### src/rtl/core/bounded_deque_positional_edit_macros.svh
// Assertion helpers shared by the deque RTL.
// Each expects i_clk and i_rst_n in the scope of use.
`ifndef BOUNDED_DEQUE_POSITIONAL_EDIT_MACROS_SVH
`define BOUNDED_DEQUE_POSITIONAL_EDIT_MACROS_SVH

`define BDPE_ASSERT_HOLDS(label, cond) \
    label: assert property (@(posedge i_clk) disable iff (!i_rst_n) (cond)) \
        else $error("deque check failed");

`define BDPE_ASSERT_IMPLIES(label, ante, cons) \
    label: assert property (@(posedge i_clk) disable iff (!i_rst_n) (ante) |-> (cons)) \
        else $error("deque check failed");

`define BDPE_ASSERT_NEXT(label, ante, cons) \
    label: assert property (@(posedge i_clk) disable iff (!i_rst_n) (ante) |=> (cons)) \
        else $error("deque check failed");

`endif

### src/rtl/core/bdpe_pkg.sv
package bdpe_pkg;

    localparam int unsigned FIELD_W = 32;
    localparam int unsigned POS_W   = 5;
    localparam int unsigned CNT_W   = 5;

    typedef enum logic [2:0] {
        OP_PUSH_FRONT = 3'd0,
        OP_PUSH_BACK  = 3'd1,
        OP_POP_FRONT  = 3'd2,
        OP_POP_BACK   = 3'd3,
        OP_INSERT     = 3'd4,
        OP_REMOVE     = 3'd5,
        OP_REVERSE    = 3'd6,
        OP_CLEAR      = 3'd7
    } t_opcode;

    // read address select for the single memory read port
    typedef enum logic [2:0] {
        RD_NONE,
        RD_PREV,
        RD_NEXT,
        RD_CELL,
        RD_FRONT,
        RD_BACK
    } t_rd_sel;

    typedef enum logic [1:0] {
        WR_NONE,
        WR_SHIFT,
        WR_PUT
    } t_wr_sel;

    typedef struct packed {
        logic    latch;
        logic    exec;
        t_rd_sel rd;
        t_wr_sel wr;
        logic    ptr_dec;
        logic    ptr_inc;
        logic    take_cap;
        logic    front_cap;
        logic    count_inc;
        logic    count_dec;
        logic    out_load;
    } t_cmd;

    typedef struct packed {
        logic refuse;
        logic is_put;
        logic is_take;
        logic up_done;
        logic dn_done;
        logic out_free;
    } t_sts;

endpackage

### src/rtl/core/bdpe_if.sv
interface bdpe_in_if;
    import bdpe_pkg::*;

    logic                      valid;
    logic                      ready;
    t_opcode                   opcode;
    logic signed [FIELD_W-1:0] item_value;
    logic        [POS_W-1:0]   position;

    modport source (output valid, opcode, item_value, position, input ready);
    modport sink   (input valid, opcode, item_value, position, output ready);
endinterface

interface bdpe_out_if;
    import bdpe_pkg::*;

    logic                      valid;
    logic                      ready;
    logic signed [FIELD_W-1:0] taken_value;
    logic signed [FIELD_W-1:0] front_value;
    logic signed [FIELD_W-1:0] back_value;
    logic        [CNT_W-1:0]   entry_count;
    logic                      status;

    modport source (output valid, taken_value, front_value, back_value, entry_count, status,
                    input ready);
    modport sink   (input valid, taken_value, front_value, back_value, entry_count, status,
                    output ready);
endinterface

### src/rtl/core/bdpe_ctrl.sv
module bdpe_ctrl (
    input  logic           i_clk,
    input  logic           i_rst_n,
    input  logic           i_in_valid,
    output logic           o_in_ready,
    input  bdpe_pkg::t_sts i_sts,
    output bdpe_pkg::t_cmd o_cmd
);
    import bdpe_pkg::*;

    typedef enum logic [3:0] {
        S_IDLE,
        S_EXEC,
        S_UP_RD,
        S_UP_WR,
        S_PUT,
        S_TK_RD,
        S_TK_CAP,
        S_DN_RD,
        S_DN_WR,
        S_RD_F,
        S_RD_B,
        S_RESULT
    } t_state;

    t_state r_state;
    t_state n_state;

    always_comb begin
        n_state = r_state;
        o_cmd   = '0;
        case (r_state)
            S_IDLE: begin
                if (i_in_valid) begin
                    o_cmd.latch = 1'b1;
                    n_state     = S_EXEC;
                end
            end
            S_EXEC: begin
                o_cmd.exec = 1'b1;
                if (i_sts.refuse) begin
                    n_state = S_RD_F;
                end else if (i_sts.is_put) begin
                    n_state = S_UP_RD;
                end else if (i_sts.is_take) begin
                    n_state = S_TK_RD;
                end else begin
                    n_state = S_RD_F;
                end
            end
            // open a gap: move words up one cell, top first
            S_UP_RD: begin
                if (i_sts.up_done) begin
                    n_state = S_PUT;
                end else begin
                    o_cmd.rd = RD_PREV;
                    n_state  = S_UP_WR;
                end
            end
            S_UP_WR: begin
                o_cmd.wr      = WR_SHIFT;
                o_cmd.ptr_dec = 1'b1;
                n_state       = S_UP_RD;
            end
            S_PUT: begin
                o_cmd.wr        = WR_PUT;
                o_cmd.count_inc = 1'b1;
                n_state         = S_RD_F;
            end
            S_TK_RD: begin
                o_cmd.rd = RD_CELL;
                n_state  = S_TK_CAP;
            end
            S_TK_CAP: begin
                o_cmd.take_cap = 1'b1;
                n_state        = S_DN_RD;
            end
            // close the gap: move words down one cell, bottom first
            S_DN_RD: begin
                if (i_sts.dn_done) begin
                    o_cmd.count_dec = 1'b1;
                    n_state         = S_RD_F;
                end else begin
                    o_cmd.rd = RD_NEXT;
                    n_state  = S_DN_WR;
                end
            end
            S_DN_WR: begin
                o_cmd.wr      = WR_SHIFT;
                o_cmd.ptr_inc = 1'b1;
                n_state       = S_DN_RD;
            end
            S_RD_F: begin
                o_cmd.rd = RD_FRONT;
                n_state  = S_RD_B;
            end
            S_RD_B: begin
                o_cmd.front_cap = 1'b1;
                o_cmd.rd        = RD_BACK;
                n_state         = S_RESULT;
            end
            S_RESULT: begin
                if (i_sts.out_free) begin
                    o_cmd.out_load = 1'b1;
                    n_state        = S_IDLE;
                end
            end
            default: begin
                n_state = S_IDLE;
            end
        endcase
    end

    assign o_in_ready = (r_state == S_IDLE);

    always_ff @(posedge i_clk) begin
        if (!i_rst_n) begin
            r_state <= S_IDLE;
        end else begin
            r_state <= n_state;
        end
    end

endmodule

### src/rtl/core/bdpe_datapath.sv
`include "bounded_deque_positional_edit_macros.svh"

module bdpe_datapath #(
    parameter int CAPACITY   = 16,
    parameter int DATA_WIDTH = 32
) (
    input  logic                                 i_clk,
    input  logic                                 i_rst_n,
    input  bdpe_pkg::t_cmd                       i_cmd,
    output bdpe_pkg::t_sts                       o_sts,
    input  bdpe_pkg::t_opcode                    i_opcode,
    input  logic signed [bdpe_pkg::FIELD_W-1:0]  i_item_value,
    input  logic        [bdpe_pkg::POS_W-1:0]    i_position,
    input  logic                                 i_out_ready,
    output logic                                 o_out_valid,
    output logic signed [bdpe_pkg::FIELD_W-1:0]  o_taken_value,
    output logic signed [bdpe_pkg::FIELD_W-1:0]  o_front_value,
    output logic signed [bdpe_pkg::FIELD_W-1:0]  o_back_value,
    output logic        [bdpe_pkg::CNT_W-1:0]    o_entry_count,
    output logic                                 o_status
);
    import bdpe_pkg::*;

    localparam int CW = $clog2(CAPACITY + 1);
    localparam int AW = $clog2(CAPACITY);
    localparam int PW = (CW > POS_W) ? CW : POS_W;

    logic [DATA_WIDTH-1:0] r_mem [CAPACITY];
    logic [DATA_WIDTH-1:0] r_rdata;

    t_opcode               r_op;
    logic [DATA_WIDTH-1:0] r_val;
    logic [POS_W-1:0]      r_pos;
    logic [CW-1:0]         r_count;
    logic                  r_rev;
    logic [CW-1:0]         r_cell;
    logic [CW-1:0]         r_ptr;
    logic                  r_status;
    logic [FIELD_W-1:0]    r_taken;
    logic [FIELD_W-1:0]    r_front;

    logic                  r_out_valid;
    logic [FIELD_W-1:0]    r_out_taken;
    logic [FIELD_W-1:0]    r_out_front;
    logic [FIELD_W-1:0]    r_out_back;
    logic [CNT_W-1:0]      r_out_count;
    logic                  r_out_status;

    logic [DATA_WIDTH-1:0] in_val;
    logic [FIELD_W-1:0]    rd_wide;
    logic                  full;
    logic                  empty;
    logic                  refuse;
    logic                  is_put;
    logic                  is_take;
    logic [CW-1:0]         last;
    logic [CW-1:0]         lp;
    logic [CW-1:0]         exec_cell;
    logic [CW-1:0]         rd_cell;
    logic [CW-1:0]         wr_cell;
    logic [DATA_WIDTH-1:0] wr_data;
    logic                  out_free;

    // stored word width against the 32-bit fields
    generate
        if (DATA_WIDTH <= FIELD_W) begin : g_narrow
            assign in_val = i_item_value[DATA_WIDTH-1:0];
        end else begin : g_wide_in
            assign in_val = {{(DATA_WIDTH - FIELD_W){i_item_value[FIELD_W-1]}}, i_item_value};
        end
        if (DATA_WIDTH >= FIELD_W) begin : g_trunc
            assign rd_wide = r_rdata[FIELD_W-1:0];
        end else begin : g_sext
            assign rd_wide = {{(FIELD_W - DATA_WIDTH){r_rdata[DATA_WIDTH-1]}}, r_rdata};
        end
    endgenerate

    assign full  = (r_count == CW'(CAPACITY));
    assign empty = (r_count == '0);
    assign last  = r_count - CW'(1);

    always_comb begin
        refuse  = 1'b0;
        is_put  = 1'b0;
        is_take = 1'b0;
        lp      = '0;
        case (r_op)
            OP_PUSH_FRONT: begin
                refuse = full;
                is_put = 1'b1;
            end
            OP_PUSH_BACK: begin
                refuse = full;
                is_put = 1'b1;
                lp     = r_count;
            end
            OP_POP_FRONT: begin
                refuse  = empty;
                is_take = 1'b1;
            end
            OP_POP_BACK: begin
                refuse  = empty;
                is_take = 1'b1;
                lp      = last;
            end
            OP_INSERT: begin
                refuse = full || (PW'(r_pos) > PW'(r_count));
                is_put = 1'b1;
                lp     = CW'(r_pos);
            end
            OP_REMOVE: begin
                refuse  = (PW'(r_pos) >= PW'(r_count));
                is_take = 1'b1;
                lp      = CW'(r_pos);
            end
            default: begin
                refuse = 1'b0;
            end
        endcase
    end

    // logical place to physical cell; reversed order counts from the top
    always_comb begin
        if (is_put) begin
            exec_cell = r_rev ? (r_count - lp) : lp;
        end else begin
            exec_cell = r_rev ? (last - lp) : lp;
        end
    end

    always_comb begin
        case (i_cmd.rd)
            RD_PREV:  rd_cell = r_ptr - CW'(1);
            RD_NEXT:  rd_cell = r_ptr + CW'(1);
            RD_CELL:  rd_cell = r_cell;
            RD_FRONT: rd_cell = r_rev ? last : '0;
            RD_BACK:  rd_cell = r_rev ? '0 : last;
            default:  rd_cell = '0;
        endcase
    end

    assign wr_cell  = (i_cmd.wr == WR_PUT) ? r_cell : r_ptr;
    assign wr_data  = (i_cmd.wr == WR_PUT) ? r_val : r_rdata;
    assign out_free = !r_out_valid || i_out_ready;

    always_ff @(posedge i_clk) begin
        if (i_cmd.wr != WR_NONE) begin
            r_mem[wr_cell[AW-1:0]] <= wr_data;
        end
        if (i_cmd.rd != RD_NONE) begin
            r_rdata <= r_mem[rd_cell[AW-1:0]];
        end
    end

    always_ff @(posedge i_clk) begin
        if (!i_rst_n) begin
            r_count     <= '0;
            r_rev       <= 1'b0;
            r_out_valid <= 1'b0;
        end else begin
            if (i_cmd.exec && (r_op == OP_REVERSE)) begin
                r_rev <= ~r_rev;
            end
            if (i_cmd.exec && (r_op == OP_CLEAR)) begin
                r_count <= '0;
                r_rev   <= 1'b0;
            end
            if (i_cmd.count_inc) begin
                r_count <= r_count + CW'(1);
            end
            if (i_cmd.count_dec) begin
                r_count <= last;
            end
            if (i_cmd.out_load) begin
                r_out_valid <= 1'b1;
            end else if (i_out_ready) begin
                r_out_valid <= 1'b0;
            end
        end
    end

    always_ff @(posedge i_clk) begin
        if (i_cmd.latch) begin
            r_op  <= i_opcode;
            r_val <= in_val;
            r_pos <= i_position;
        end
        if (i_cmd.exec) begin
            r_cell   <= exec_cell;
            r_ptr    <= is_put ? r_count : exec_cell;
            r_status <= refuse;
            r_taken  <= '0;
        end
        if (i_cmd.ptr_dec) begin
            r_ptr <= r_ptr - CW'(1);
        end
        if (i_cmd.ptr_inc) begin
            r_ptr <= r_ptr + CW'(1);
        end
        // a remove takes its word silently, only pops report it
        if (i_cmd.take_cap && ((r_op == OP_POP_FRONT) || (r_op == OP_POP_BACK))) begin
            r_taken <= rd_wide;
        end
        if (i_cmd.front_cap) begin
            r_front <= empty ? '0 : rd_wide;
        end
        if (i_cmd.out_load) begin
            r_out_taken  <= r_taken;
            r_out_front  <= r_front;
            r_out_back   <= empty ? '0 : rd_wide;
            r_out_count  <= CNT_W'(r_count);
            r_out_status <= r_status;
        end
    end

    assign o_sts.refuse   = refuse;
    assign o_sts.is_put   = is_put;
    assign o_sts.is_take  = is_take;
    assign o_sts.up_done  = (r_ptr == r_cell);
    assign o_sts.dn_done  = ((r_ptr + CW'(1)) >= r_count);
    assign o_sts.out_free = out_free;

    assign o_out_valid   = r_out_valid;
    assign o_taken_value = r_out_taken;
    assign o_front_value = r_out_front;
    assign o_back_value  = r_out_back;
    assign o_entry_count = r_out_count;
    assign o_status      = r_out_status;

    `BDPE_ASSERT_HOLDS(a_count_bound, r_count <= CW'(CAPACITY))
    `BDPE_ASSERT_IMPLIES(a_no_overfill, i_cmd.count_inc, !full)
    `BDPE_ASSERT_IMPLIES(a_no_underflow, i_cmd.count_dec, !empty)
    `BDPE_ASSERT_IMPLIES(a_load_when_free, i_cmd.out_load, out_free)
    `BDPE_ASSERT_NEXT(a_empty_reads_zero, i_cmd.out_load && empty, r_out_front == '0 && r_out_back == '0)

endmodule

### src/rtl/core/bounded_deque_positional_edit.sv
// Each accepted item is executed first; pushes and inserts move words up to open a gap and
// write the new word, pops and removes read the word and move words down to close the gap;
// reverse, clear and refused items skip this. Each moved word costs one read and one write
// on the cell memory; front and back are then read one after the other. Next item is
// accepted once the result is loaded into the output register, which holds it until taken.
// Reset (synchronous): count and direction cleared, cell contents left undefined.
module bounded_deque_positional_edit #(
    parameter int CAPACITY   = 16,
    parameter int DATA_WIDTH = 32
) (
    input logic          i_clk,
    input logic          i_rst_n,
    bdpe_in_if.sink      i_in,
    bdpe_out_if.source   o_out
);
    import bdpe_pkg::*;

    t_cmd cmd;
    t_sts sts;
    logic in_ready;
    logic out_valid;

    bdpe_ctrl u_ctrl (
        .i_clk      (i_clk),
        .i_rst_n    (i_rst_n),
        .i_in_valid (i_in.valid),
        .o_in_ready (in_ready),
        .i_sts      (sts),
        .o_cmd      (cmd)
    );

    bdpe_datapath #(
        .CAPACITY   (CAPACITY),
        .DATA_WIDTH (DATA_WIDTH)
    ) u_datapath (
        .i_clk         (i_clk),
        .i_rst_n       (i_rst_n),
        .i_cmd         (cmd),
        .o_sts         (sts),
        .i_opcode      (i_in.opcode),
        .i_item_value  (i_in.item_value),
        .i_position    (i_in.position),
        .i_out_ready   (o_out.ready),
        .o_out_valid   (out_valid),
        .o_taken_value (o_out.taken_value),
        .o_front_value (o_out.front_value),
        .o_back_value  (o_out.back_value),
        .o_entry_count (o_out.entry_count),
        .o_status      (o_out.status)
    );

    assign i_in.ready  = in_ready;
    assign o_out.valid = out_valid;

endmodule
### src/flat_wrapper.sv
// flat-port wrapper written by rule: the top's interface ports become plain ports
module bounded_deque_positional_edit_flat import bdpe_pkg::*;
#(
    parameter int CAPACITY   = 16,
    parameter int DATA_WIDTH = 32
)
  (i_clk, i_rst_n, i_in_valid, i_in_opcode, i_in_item_value, i_in_position, i_in_ready, o_out_valid, o_out_taken_value, o_out_front_value, o_out_back_value, o_out_entry_count, o_out_status, o_out_ready);
  bdpe_in_if i_in_i ();
  bdpe_out_if o_out_i ();
  input logic i_clk;
  input logic i_rst_n;
  input wire logic [$bits(i_in_i.valid)-1:0] i_in_valid;
  input wire logic [$bits(i_in_i.opcode)-1:0] i_in_opcode;
  input wire logic [$bits(i_in_i.item_value)-1:0] i_in_item_value;
  input wire logic [$bits(i_in_i.position)-1:0] i_in_position;
  output wire logic [$bits(i_in_i.ready)-1:0] i_in_ready;
  output wire logic [$bits(o_out_i.valid)-1:0] o_out_valid;
  output wire logic [$bits(o_out_i.taken_value)-1:0] o_out_taken_value;
  output wire logic [$bits(o_out_i.front_value)-1:0] o_out_front_value;
  output wire logic [$bits(o_out_i.back_value)-1:0] o_out_back_value;
  output wire logic [$bits(o_out_i.entry_count)-1:0] o_out_entry_count;
  output wire logic [$bits(o_out_i.status)-1:0] o_out_status;
  input wire logic [$bits(o_out_i.ready)-1:0] o_out_ready;
  assign i_in_i.valid = i_in_valid;
  assign i_in_i.opcode = i_in_opcode;
  assign i_in_i.item_value = i_in_item_value;
  assign i_in_i.position = i_in_position;
  assign i_in_ready = i_in_i.ready;
  assign o_out_valid = o_out_i.valid;
  assign o_out_taken_value = o_out_i.taken_value;
  assign o_out_front_value = o_out_i.front_value;
  assign o_out_back_value = o_out_i.back_value;
  assign o_out_entry_count = o_out_i.entry_count;
  assign o_out_status = o_out_i.status;
  assign o_out_i.ready = o_out_ready;
  bounded_deque_positional_edit #(.CAPACITY(CAPACITY), .DATA_WIDTH(DATA_WIDTH)) u_core (.i_clk(i_clk), .i_rst_n(i_rst_n), .i_in(i_in_i), .o_out(o_out_i));
endmodule
### config.mk
export PLATFORM = sky130hd
export DESIGN_NAME = bounded_deque_positional_edit_flat
export DESIGN_NICKNAME = d
export VERILOG_FILES = /design/src/rtl/core/bdpe_pkg.sv /design/src/rtl/core/bdpe_if.sv /design/src/rtl/core/bdpe_ctrl.sv /design/src/rtl/core/bdpe_datapath.sv /design/src/rtl/core/bounded_deque_positional_edit.sv /design/src/flat_wrapper.sv
export VERILOG_INCLUDE_DIRS = /design/src /design/src/rtl/core
export SDC_FILE = /design/constraint.sdc
export NUM_CORES = 1
export LEC_CHECK = 0
export ABC_CLOCK_PERIOD_IN_PS = 11520
export BUFFER_PORTS_ARGS = -buffer_cell sky130_fd_sc_hd__buf_2
export CORE_MARGIN = 1
export CORE_UTILIZATION = 40
export DETAILED_ROUTE_END_ITERATION = 6
export PLACE_DENSITY = 0.57
export SYNTH_ARGS = -nofsm -noshare
export SYNTH_HDL_FRONTEND = slang
export SYNTH_SLANG_ARGS = --single-unit
### constraint.sdc
create_clock -name i_clk -period 11.52 [get_ports i_clk]
set_input_delay 0.576 -clock i_clk [delete_from_list [all_inputs] [get_ports i_clk]]
set_output_delay 0.576 -clock i_clk [all_outputs]
set_load 0.1 [all_outputs]
==> out/metrics.csv, run 1 <==
stage,metric,value,unit
die,rows,101,
timing,finalCritPeriodShare,42.8,%
clock_network,clockBufferDepth,3,
timing,relSlewSlack,23.0,%
route,routed_via_density,5.31,
placement,routabilityCongestion,0.806,
die,io-pin-count,148,
power_and_ir_drop,comb_power_share,26.7,%
hold_path,hold_path_depth,1,
cells_and_area,final_nets,2232,
route,final_antenna_net_count,0,
timing,max_freq,203,MHz
timing,hold_ws,0.128,ns
synth,synth_seq_area_share,74.7,%
placement,place.port_buffers,147,
cells_and_area,final_cell_mix,"edfxtp_1, nand2_1, buf_2",
route,drt_first_iter_violations,1520,
timing,rsz0062_at_grt,no,
timing,fin_skew,0.0278,ns
synth,synth_ff_type,edfxtp_1,
timing,drv_slew,0,
clock_network,cts-htree-levels,3,
clock_network,root_buffer,clkbuf_16,
synth,synth_top_cell_by_area,edfxtp_1,
synth,synth_cell_types,63,
worst_setup_path,cp.required,11.89,ns
clock_network,cts_made_buffers,80,
placement,place_area,32900,µm²
power_and_ir_drop,seq_power_share,45.4,%
power_and_ir_drop,swShare,32.1,%
clock_network,cts_sinks,772,
clock_network,cts.clk_slew.worst_paths,0.06,ns
global_route,grt_pass1_wl,105,mm
global_route,grtUsageTotal,18.0,%
synth,synth_edf_count,761,
die,core,76200,µm²
global_route,grt.overflow.total,0,
placement,dp_hpwl,38.2,mm
synth,avgSynthCellArea,15.3,µm²
clock_network,clk_latency,0.62,ns
worst_setup_path,cp.arrival,5.30,ns
route,drt_pass1_iterations,6,
timing,hold_viol,0,
synth,syn_inst,2017,
timing,fin_ws,6.59,ns
clock_network,cts_tree,built,
worst_setup_path,worst_r2r_path_depth,13,
timing,setup_viol,0,
synth,syn-cell-area,30900,µm²
synth,synth_area_leaders,"edfxtp_1, nand2_1, a211oi_1",
synth,synth_top_area_share,74.0,%
timing,final.setup.tns,0,ns
route,wire_per_inst,21.9,µm
cells_and_area,finalInstanceArea,35300,µm²
clock_network,post_cts_buffers,0,
clock_network,cts_resized,0,
worst_setup_path,crit_path_end_kind,flop,
worst_setup_path,critPathLaunchType,flop,
global_route,grt_pass1_vias,16751,
synth,async_flop_share,0,%
power_and_ir_drop,p_leak,12.1,nW
route,drc,0,
power_and_ir_drop,p_clk_share,28.0,%
clock_network,cts_hold_repair.buffers,0,
synth,synth_warnings,0,
global_route,grt_antenna_before_repair,1,
placement,place_ws,6.71,ns
timing,period_minus_slack,4.93,ns
power_and_ir_drop,ir_worst_vdd,194,µV
worst_setup_path,critPathKind,reg2reg,
route,totalWireLength,71.1,mm
synth,syn_nets,2085,
global_route,grt_max_degree,225,
die,die_h,280,µm
cells_and_area,final_common_cell,edfxtp_1,
cells_and_area,final_util,46.4,%
cells_and_area,drive_gt1_share,17.4,%
power_and_ir_drop,internal_power,5.93,mW
synth,synth-seq-cells,772,
timing,tightest_slew,1.16,ns
worst_setup_path,cp_max_fo,177,
die,die_w,280,µm
cells_and_area,syn_to_final_growth,14.4,%
power_and_ir_drop,powerDensity,247,nW/µm²
hold_path,hold_path.class,in2reg,
outcome,status,"finished, final reports clean",
die,die_area,78400,µm²
power_and_ir_drop,power_switching,2.81,mW
job,maxCapViolCount,0,
route,num_vias,17233,
die,initial_core_util,40.5,%
## path summary, 6_finish.rpt
kind                                                from                                            end  slack [ns]
max                 u_core.u_datapath.r_ptr[0]$_DFFE_PP_        u_core.u_datapath.r_rdata[26]$_DFFE_PP_        6.59
min                                  i_in_item_value[13]          u_core.u_datapath.r_val[13]$_DFFE_PP_        0.13
max reg2reg         u_core.u_datapath.r_ptr[0]$_DFFE_PP_        u_core.u_datapath.r_rdata[26]$_DFFE_PP_        6.59
min reg2reg  u_core.u_datapath.r_taken[29]$_SDFFCE_PN0P_  u_core.u_datapath.o_taken_value[29]$_DFFE_PP_        0.42
## power by group through the flow
stage               sequential, mW  clock, mW  combinational [mW]
floorplan                     3.93          0                1.69
global placement              4.01          0                2.30
detailed placement            4.02          0                2.35
CTS                           3.96       2.50                2.36
global route                  3.99       2.60                2.55
finish                        3.96       2.45                2.33
## Yosys cell counts, drive strengths merged (2+ instances only)
master and number:
mux2 32, or2 2, a2111oi 2, nor2 49
a21oi 31, nor3b 2, nand3 10, mux2i 66
o21a 5, buf 42, o31ai 4, dfxtp 11
a21o 5, o211ai 4, a32oi 2, and3 34
nor2b 40, nand2 325, a211oi 103, a22oi 4
or3 2, o22ai 3, ha 22, o32ai 32
a221oi 2, a31oi 70, nand2b 6, xnor2 11
edfxtp 761, fa 2, a21boi 4, inv 26
xor2 13, nor3 16, o21ai 19, a221o 37
and2 131, clkbuf 73
## logic make-up after synthesis
group                    share of synthesized area [%]
XOR/XNOR                                         0.680
flip-flops                                        74.7
buffers and inverters                             2.00
adder cells (fa/ha/maj)                           1.02
multiplexers                                      3.30
AO/OA/AOI/OAI                                     8.77
AND/OR/NAND/NOR                                   9.55
## flip-flops by register name, indices dropped and copies added, names as in the netlist
name / flops
u_core.u_datapath.o_taken_value: 32
u_core.u_datapath.r_front: 32
u_core.u_datapath.o_front_value: 32
u_core.u_datapath.r_count: 5
u_core.u_ctrl.r_state: 4
u_core.u_datapath.r_cell: 5
u_core.u_datapath.r_ptr: 5
u_core.u_datapath.o_entry_count: 5
u_core.u_datapath.o_status: 1
u_core.u_datapath.r_rdata: 32
u_core.u_datapath.o_back_value: 32
u_core.u_datapath.r_rev: 1
u_core.u_datapath.r_taken: 32
u_core.u_datapath.r_pos: 5
u_core.u_datapath.r_val: 32
u_core.u_datapath.r_op: 3
u_core.u_datapath.r_status: 1
u_core.u_datapath.o_out_valid: 1
u_core.u_datapath.r_mem: 512
## critical path: stages (launching register included)
cell	delay (ns)
edfxtp_1	0.51
ha_1	0.31
xor2_1	0.17
ha_1	0.31
a211oi_1	0.24
o21ai_1	0.15
a2111oi_2	0.80
o31ai_4	0.10
buf_12	0.26
buf_4	0.59
and2_0	0.31
a211oi_1	0.22
a31oi_1	0.08
a221o_1	0.39
## metrics by stage
stage,total power [mW],std cells
after floorplan,5.62,2017
after global placement,6.32,3112
after detailed placement,6.37,3112
after CTS,8.82,3246
after global routing,9.14,3246
final,8.74,3247
## layout make-up
cell class / count / area, µm²
timing repair buffer: 180 / 1010
fill: 6595 / 40900
clock inverter: 33 / 349
tap: 1030 / 1290
clock buffer: 101 / 2110
antenna: 1 / 2.50
inverter: 26 / 97.6
multi-input combinational: 1104 / 7410
sequential: 772 / 23100
## routing by layer
layer,share of wire (%),track usage [%],vias to the layer above
met4,1.8,4.82,0
met5,0,0,-
met1,45,25.3,8671
met3,5.8,2.85,93
met2,47,29.2,502
li1,-,-,7967
Note: power is estimated with default switching activity, not from simulation.
==> inputs of run 2 (changes only) <==
--- a/config.mk
+++ b/config.mk
@@ -6,7 +6,8 @@
 export SDC_FILE = /design/constraint.sdc
 export NUM_CORES = 1
 export LEC_CHECK = 0
-export ABC_CLOCK_PERIOD_IN_PS = 11520
+export ABC_AREA = 1
+export ABC_CLOCK_PERIOD_IN_PS = 5160
 export BUFFER_PORTS_ARGS = -buffer_cell sky130_fd_sc_hd__buf_2
 export CORE_MARGIN = 1
 export CORE_UTILIZATION = 40
==> constraint.sdc (replaced) <==
create_clock -name i_clk -period 5.16 [get_ports i_clk]
set_input_delay 0.258 -clock i_clk [delete_from_list [all_inputs] [get_ports i_clk]]
set_output_delay 0.258 -clock i_clk [all_outputs]
set_load 0.1 [all_outputs]
==> out/metrics.csv, run 2 <==
stage,metric,value,unit,change
outcome,status,"complete, but fails checks",,"was finished, final reports clean"
outcome,violations,DRC,,
synth,synth-seq-cells,772,,unchanged
global_route,grt_max_degree,194,,was 225
power_and_ir_drop,internal_power,13.1,mW,was 5.93 mW
cells_and_area,final_common_cell,edfxtp_1,,unchanged
cells_and_area,finalInstanceArea,37700,µm²,"was 35,300 µm²"
worst_setup_path,crit_path_end_kind,flop,,unchanged
cells_and_area,final_cell_mix,"edfxtp_1, nand2_1, nand3_1",,"was edfxtp_1, nand2_1, buf_2"
global_route,grt_pass1_wl,123,mm,was 105 mm
timing,finalCritPeriodShare,74.2,%,was 42.8%
route,drc,8,,was 0
synth,synth-simple-area-share,14.6,%,was 9.55%
clock_network,root_buffer,clkbuf_16,,unchanged
worst_setup_path,reg2reg_to,u_core.u_datapath.r_rdata[28]$_DFFE_PP_,,was u_core.u_datapath.r_rdata[26]$_DFFE_PP_
power_and_ir_drop,p_clk_share,27.8,%,was 28.0%
timing,period_minus_slack,3.83,ns,was 4.93 ns
timing,drv_slew,0,,unchanged
synth,synth_warnings,0,,unchanged
timing,fin_ws,1.33,ns,was 6.59 ns
global_route,grtUsageTotal,19.5,%,was 18.0%
cells_and_area,fillerInstances,7264,,"was 6,595"
route,totalWireLength,81.1,mm,was 71.1 mm
synth,synth_ff_type,edfxtp_1,,unchanged
die,die_w,288,µm,was 280 µm
worst_setup_path,critPathKind,reg2reg,,unchanged
power_and_ir_drop,p_leak,15.7,nW,was 12.1 nW
cells_and_area,drive_gt1_share,12.1,%,was 17.4%
die,io-pin-count,148,,unchanged
worst_setup_path,r2r_setup_slack,1.33,ns,was 6.59 ns
route,num_vias,21009,,was 17.2k
synth,synth_edf_count,761,,unchanged
clock_network,cts_made_buffers,78,,was 80
cells_and_area,final_nets,3027,,"was 2,232"
synth,syn-cell-area,32700,µm²,"was 30,900 µm²"
clock_network,cts.clk_slew.worst_paths,0.06,ns,about the same
cells_and_area,syn_to_final_growth,15.2,%,was 14.4%
power_and_ir_drop,seq_power_share,45.8,%,was 45.4%
cells_and_area,largest_reg_flops,512,,unchanged
cells_and_area,multi_input_area,7730,µm²,was 7410 µm²
synth,syn_nets,2835,,"was 2,085"
power_and_ir_drop,swShare,33.0,%,was 32.1%
synth,async_flop_share,0,%,unchanged
worst_setup_path,cp_max_fo,36,,was 177
clock_network,cts-htree-levels,3,,unchanged
placement,place.port_buffers,147,,unchanged
synth,synthTopCellsByCount,"edfxtp_1, nand2_1, nand3_1",,"was edfxtp_1, nand2_1, a211oi_1"
route,final_antenna_net_count,0,,unchanged
timing,final.setup.tns,0,ns,unchanged
timing,rsz0062_at_grt,no,,unchanged
die,die_area,82900,µm²,"was 78,400 µm²"
synth,synthMostInstantiatedCell,edfxtp_1,,unchanged
worst_setup_path,critPathLaunchType,flop,,unchanged
synth,synth_compound_area_share,7.28,%,was 8.77%
power_and_ir_drop,powerDensity,518,nW/µm²,was 247 nW/µm²
route,drt_first_iter_violations,1629,,"was 1,520"
die,initial_core_util,40.5,%,about the same
synth,synth_seq_area_share,70.5,%,was 74.7%
power_and_ir_drop,total_power,19.5,mW,was 8.74 mW
synth,synth_cell_types,40,,was 63
cells_and_area,final_cells,4078,,"was 3,247"
synth,syn_inst,2767,,"was 2,017"
synth,synth_top_area_share,69.9,%,was 74.0%
synth,synth_xor_area_share,0.241,%,was 0.680%
die,rows,104,,was 101
hold_path,hold_path_depth,4,,was 1
synth,synth_top_cell_by_area,edfxtp_1,,unchanged
synth,synth_top_family_by_area,simple AND/OR/NAND/NOR gates,,unchanged
job,maxCapViolCount,0,,unchanged
worst_setup_path,cp.required,5.64,ns,was 11.89 ns
placement,dp_hpwl,44.6,mm,was 38.2 mm
route,wire_per_inst,19.9,µm,was 21.9 µm
clock_network,clk_latency,0.63,ns,was 0.62 ns
hold_path,hold_path.class,in2reg,,unchanged
die,die_h,288,µm,was 280 µm
power_and_ir_drop,power_switching,6.44,mW,was 2.81 mW
cells_and_area,final_util,46.7,%,was 46.4%
cells_and_area,regArea,23100,µm²,unchanged
hold_path,min_to,u_core.u_ctrl.r_state[0]$_SDFFE_PN0P_,,was u_core.u_datapath.r_val[13]$_DFFE_PP_
global_route,grt_antenna_before_repair,0,,was 1
worst_setup_path,startpoint,u_core.u_datapath.r_ptr[0]$_DFFE_PP_,,unchanged
placement,place_ws,1.35,ns,was 6.71 ns
global_route,grt_pass1_vias,20841,,was 16.8k
worst_setup_path,cp.arrival,4.31,ns,was 5.30 ns
route,drt_pass1_iterations,7,,was 6
timing,relSlewSlack,19.7,%,was 23.0%
synth,synth_adder_area_share,0.964,%,was 1.02%
hold_path,hold_path.startpoint,i_in_valid,,was i_in_item_value[13]
synth,synth_area_leaders,"edfxtp_1, nand3_1, nand2_1",,"was edfxtp_1, nand2_1, a211oi_1"
synth,synth_mux_area_share,0,%,was 3.30%
timing,fin_skew,0.0198,ns,was 0.0278 ns
power_and_ir_drop,comb_power_share,26.4,%,was 26.7%
worst_setup_path,worst_r2r_path_depth,16,,was 13
timing,hold_viol,0,,unchanged
cells_and_area,antenna_cells,0,,was 1
placement,place_area,34900,µm²,"was 32,900 µm²"
timing,tightest_slew,1.20,ns,was 1.16 ns
timing,setup_viol,0,,unchanged
worst_setup_path,reg2reg_from,u_core.u_datapath.r_ptr[0]$_DFFE_PP_,,unchanged
clock_network,cts_sinks,772,,unchanged
clock_network,clockBufferDepth,3,,unchanged
synth,avgSynthCellArea,11.8,µm²,was 15.3 µm²
timing,hold_ws,0.0362,ns,was 0.128 ns
global_route,grt.overflow.total,0,,unchanged
clock_network,cts_tree,built,,unchanged
route,routed_via_density,5.15,,was 5.31
timing,max_freq,261,MHz,was 203 MHz
clock_network,post_cts_buffers,0,,unchanged
die,core,80700,µm²,"was 76,200 µm²"
placement,routabilityCongestion,0.856,,was 0.806
power_and_ir_drop,ir_worst_vdd,241,µV,was 194 µV
placement,dp.cells,3897,,"was 3,112"
run 2: cell families (layout without fill, tap and decap cells):
family / count (synthesis) / in the layout
XOR/XNOR: 9 / 9
flip-flops: 772 / 772
buffers and inverters: 511 / 762
AO/OA/AOI/OAI: 354 / 354
AND/OR/NAND/NOR: 1097 / 1097
adder cells (fa/ha/maj): 24 / 24
run 2: how the worst max path moves through the flow:
stage | slack (ns) | end | cells past startpoint
floorplan | 1.04 | u_core.u_datapath.r_op[0]$_DFFE_PP_ | 5
global placement | 1.43 | u_core.u_datapath.r_rdata[19]$_DFFE_PP_ | 16
detailed placement | 1.35 | u_core.u_datapath.r_rdata[18]$_DFFE_PP_ | 16
CTS | 1.34 | u_core.u_datapath.r_rdata[27]$_DFFE_PP_ | 16
global route | 1.02 | u_core.u_datapath.r_rdata[3]$_DFFE_PP_ | 16
finish | 1.33 | u_core.u_datapath.r_rdata[28]$_DFFE_PP_ | 16
run 2: routing by layer:
layer | up-vias | global-route usage, % | share of wire [%]
li1 | 9934 | - | -
met1 | 10399 | 25.4 | 43
met4 | 0 | 5.98 | 1.9
met3 | 115 | 2.49 | 5.1
met5 | - | 0 | 0
met2 | 561 | 33.8 | 50
run 2: final cells by class:
| type | count | share of cell area (%) |
|---|---|---|
| tap | 1060 | 3.52 |
| clock buffer | 101 | 5.58 |
| timing repair buffer | 261 | 4.77 |
| clock inverter | 38 | 0.803 |
| inverter | 362 | 3.61 |
| sequential | 772 | 61.2 |
| multi-input combinational | 1484 | 20.5 |
run 2: critical path, cell delays in order (launching register included):
cell	delay, ns
edfxtp_1	0.52
ha_1	0.28
nand3_1	0.12
xor2_1	0.20
ha_1	0.27
nand2_1	0.08
inv_1	0.04
a21oi_1	0.22
nand2_1	0.14
nor3_1	0.21
nand2_1	0.08
nand4_1	0.15
clkinv_2	0.49
buf_4	0.52
nand3_1	0.15
nand3_1	0.08
nand2_1	0.10
run 2: what timing repair did:
| action | 4_1_cts | 5_1_grt |
|---|---|---|
| setup endpoints to repair | 0 | 0 |
| endpoints found under the hold margin | 45 | 0 |
| hold buffers | 42 | 0 |
| resized for setup | 0 | 0 |
run 2: power groups by stage:
stage	logic [mW]	registers, mW	clock network (mW)
detailed placement	5.15	9.09	0
global route	5.71	9.00	5.77
floorplan	3.23	9.04	0
finish	5.15	8.95	5.42
global placement	5.04	9.07	0
CTS	5.19	8.96	5.54
==> inputs of run 3 (changes only) <==
--- a/config.mk
+++ b/config.mk
@@ -7,7 +7,7 @@
 export NUM_CORES = 1
 export LEC_CHECK = 0
 export ABC_AREA = 1
-export ABC_CLOCK_PERIOD_IN_PS = 5160
+export ABC_CLOCK_PERIOD_IN_PS = 3590
 export BUFFER_PORTS_ARGS = -buffer_cell sky130_fd_sc_hd__buf_2
 export CORE_MARGIN = 1
 export CORE_UTILIZATION = 40
==> constraint.sdc (replaced) <==
create_clock -name i_clk -period 3.59 [get_ports i_clk]
set_input_delay 0.1795 -clock i_clk [delete_from_list [all_inputs] [get_ports i_clk]]
set_output_delay 0.1795 -clock i_clk [all_outputs]
set_load 0.1 [all_outputs]
==> out/metrics.csv, run 3 (same netlist as run 2, synthesis figures left out) <==
stage,metric,value,unit,change
worst_setup_path,cp.arrival,3.73,ns,was 4.31 ns
timing,finalCritPeriodShare,93.7,%,was 74.2%
timing,final.setup.tns,0,ns,unchanged
power_and_ir_drop,p_leak,16.0,nW,was 15.7 nW
worst_setup_path,critPathKind,reg2reg,,unchanged
timing,rsz0062_at_grt,no,,unchanged
worst_setup_path,reg2reg_to,u_core.u_datapath.r_rdata[4]$_DFFE_PP_,,was u_core.u_datapath.r_rdata[28]$_DFFE_PP_
die,die_w,288,µm,unchanged
timing,fin_skew,0.0191,ns,was 0.0198 ns
cells_and_area,drive_gt1_share,13.5,%,was 12.1%
placement,dp.cells,3937,,"was 3,897"
global_route,grt_max_degree,129,,was 194
outcome,status,"complete, but fails checks",,unchanged
placement,place.port_buffers,147,,unchanged
worst_setup_path,critPathLaunchType,flop,,unchanged
cells_and_area,fillerInstances,7236,,"was 7,264"
power_and_ir_drop,seq_power_share,44.5,%,was 45.8%
global_route,grt_pass1_vias,21076,,was 20.8k
clock_network,clk_latency,0.63,ns,about the same
worst_setup_path,reg2reg_from,u_core.u_datapath.r_ptr[0]$_DFFE_PP_,,unchanged
worst_setup_path,crit_path_end_kind,flop,,unchanged
power_and_ir_drop,ir_worst_vdd,421,µV,was 241 µV
hold_path,hold_path_depth,2,,was 4
timing,drv_slew,0,,unchanged
worst_setup_path,cp_top_family,simple AND/OR/NAND/NOR gates,,unchanged
route,routed_via_density,5.16,,was 5.15
global_route,grtUsageTotal,20.1,%,was 19.5%
worst_setup_path,r2r_setup_slack,0.23,ns,was 1.33 ns
placement,place_area,35400,µm²,"was 34,900 µm²"
die,die_area,82900,µm²,unchanged
power_and_ir_drop,powerDensity,751,nW/µm²,was 518 nW/µm²
clock_network,root_buffer,clkbuf_16,,unchanged
clock_network,clockBufferDepth,3,,unchanged
cells_and_area,final_util,47.6,%,was 46.7%
cells_and_area,finalInstanceArea,38400,µm²,"was 37,700 µm²"
worst_setup_path,critical_path_buf_inv_count,3,,unchanged
timing,relSlewSlack,43.6,%,was 19.7%
timing,tightest_slew,0.844,ns,was 1.20 ns
route,drc,21,,was 8
outcome,violations,DRC,,unchanged
route,totalWireLength,83.6,mm,was 81.1 mm
power_and_ir_drop,internal_power,19.3,mW,was 13.1 mW
die,core,80700,µm²,unchanged
power_and_ir_drop,p_clk_share,28.6,%,was 27.8%
global_route,grt.overflow.total,0,,unchanged
power_and_ir_drop,comb_power_share,27.0,%,was 26.4%
die,die_h,288,µm,unchanged
die,io-pin-count,148,,unchanged
clock_network,cts_tree,built,,unchanged
route,num_vias,21286,,was 21.0k
hold_path,min_to,u_core.u_datapath.r_val[29]$_DFFE_PP_,,was u_core.u_ctrl.r_state[0]$_SDFFE_PN0P_
worst_setup_path,cp_slowest_stage_delay,0.44,ns,was 0.52 ns
die,initial_core_util,40.5,%,unchanged
worst_setup_path,crit_slowest_cell,edfxtp_1,,unchanged
timing,max_freq,297,MHz,was 261 MHz
cells_and_area,final_nets,3071,,"was 3,027"
worst_setup_path,worst_r2r_path_depth,16,,unchanged
timing,hold_viol,0,,unchanged
cells_and_area,largest_reg_flops,512,,unchanged
worst_setup_path,cp.required,3.96,ns,was 5.64 ns
power_and_ir_drop,swShare,33.1,%,was 33.0%
power_and_ir_drop,power_switching,9.54,mW,was 6.44 mW
timing,setup_viol,0,,unchanged
clock_network,cts-htree-levels,3,,unchanged
cells_and_area,antenna_cells,0,,unchanged
route,drt_pass1_iterations,7,,unchanged
route,wire_per_inst,20.3,µm,was 19.9 µm
timing,period_minus_slack,3.36,ns,was 3.83 ns
hold_path,hold_path.class,in2reg,,unchanged
worst_setup_path,crit_chain,ha_1 > nand3_1 > xor2_1 > ha_1 > nand2_1 > inv_1 > a21oi_1 > nand2_1 > nor3_2 > nand2_1 > nand4_1 > buf_4 > buf_4 > nand3_1 > nand3_1 > nand2_1,,was ha_1 > nand3_1 > xor2_1 > ha_1 > nand2_1 > inv_1 > a21oi_1 > nand2_1 > nor3_1 > nand2_1 > nand4_1 > clkinv_2 > buf_4 > nand3_1 > nand3_1 > nand2_1
clock_network,cts.clk_slew.worst_paths,0.06,ns,about the same
clock_network,cts_sinks,772,,unchanged
clock_network,cts_made_buffers,80,,was 78
route,final_antenna_net_count,0,,unchanged
placement,dp_hpwl,45.9,mm,was 44.6 mm
global_route,grt_pass1_wl,127,mm,was 123 mm
cells_and_area,final_cells,4125,,"was 4,078"
worst_setup_path,crit_top_cell,nand2_1,,unchanged
job,maxCapViolCount,0,,unchanged
hold_path,hold_path.startpoint,i_in_item_value[29],,was i_in_valid
cells_and_area,final_common_cell,edfxtp_1,,unchanged
worst_setup_path,cp_max_fo,16,,was 36
die,rows,104,,unchanged
cells_and_area,syn_to_final_growth,17.4,%,was 15.2%
placement,routabilityCongestion,0.847,,was 0.856
global_route,grt_antenna_before_repair,0,,unchanged
route,drt_first_iter_violations,1993,,"was 1,629"
cells_and_area,final_cell_mix,"edfxtp_1, nand2_1, nand3_1",,unchanged
run 3: layout make-up:
cell class / count / area (µm²) / share of cell area [%]
well taps: 1060 / 1330 / 3.45
clock buffers: 97 / 2090 / 5.43
inverters: 362 / 1360 / 3.54
clock inverters: 47 / 490 / 1.28
repair buffers: 303 / 2330 / 6.06
flip-flops and latches: 772 / 23100 / 60.1
multi-input cells: 1484 / 7740 / 20.2
run 3: timing repair:
item	CTS	global route
gates resized for setup	0	2
setup endpoints to repair	0	32
hold endpoints to repair	45	0
setup buffers	0	1
hold buffers	43	0
run 3: metal layers:
layer	vias up	part of all wire [%]	track usage, %
li1	10016	-	-
met2	634	49	33.9
met4	0	2.2	6.39
met5	-	0	0
met3	116	5.5	2.47
met1	10520	43	27.1
run 3: worst register-to-register path: stages (launching register included):
cell and delay, ns:
edfxtp_1 0.44, ha_1 0.27, nand3_1 0.11, xor2_1 0.21, ha_1 0.28, nand2_1 0.09
inv_1 0.04, a21oi_1 0.21, nand2_1 0.19, nor3_2 0.19, nand2_1 0.07, nand4_1 0.20
buf_4 0.18, buf_4 0.28, nand3_1 0.17, nand3_1 0.11, nand2_1 0.06
run 3: how the worst max path moves through the flow:
stage,from,endpoint,slack (ns),cells after the start
6_report,u_core.u_datapath.r_ptr[0]$_DFFE_PP_,u_core.u_datapath.r_rdata[4]$_DFFE_PP_,0.23,16
5_1_grt,u_core.u_datapath.r_ptr[0]$_DFFE_PP_,u_core.u_datapath.r_rdata[4]$_DFFE_PP_,0.002,16
4_1_cts,u_core.u_datapath.r_ptr[0]$_DFFE_PP_,u_core.u_datapath.r_rdata[4]$_DFFE_PP_,0.09,15
3_5_place_dp,u_core.u_datapath.r_ptr[0]$_DFFE_PP_,u_core.u_datapath.r_rdata[9]$_DFFE_PP_,0.15,16
3_3_place_gp,u_core.u_datapath.r_ptr[0]$_DFFE_PP_,u_core.u_datapath.r_rdata[9]$_DFFE_PP_,0.14,15
2_1_floorplan,u_core.u_datapath.o_out_valid$_SDFFE_PN0P_,u_core.u_datapath.o_back_value[0]$_DFFE_PP_,0.03,3
run 3: power by group through the flow:
stage                     Sequential, mW  Clock (mW)  Combinational, mW
after floorplan                     13.0           0               4.65
after global placement              13.0           0               7.58
after detailed placement            13.0           0               7.70
after CTS                           12.8        8.41               7.78
after global routing                12.9        8.76               8.62
final                               12.8        8.24               7.78
run 3: metrics by stage:
step,setup slack (ns),total power [mW],hold slack (ns)
finish,0.228,28.8,0.262
global route,0.00227,30.3,0.246
CTS,0.0895,29.0,0.218
detailed placement,0.148,20.7,0.358
global placement,0.145,20.6,0.356
floorplan,0.0284,17.6,0.277
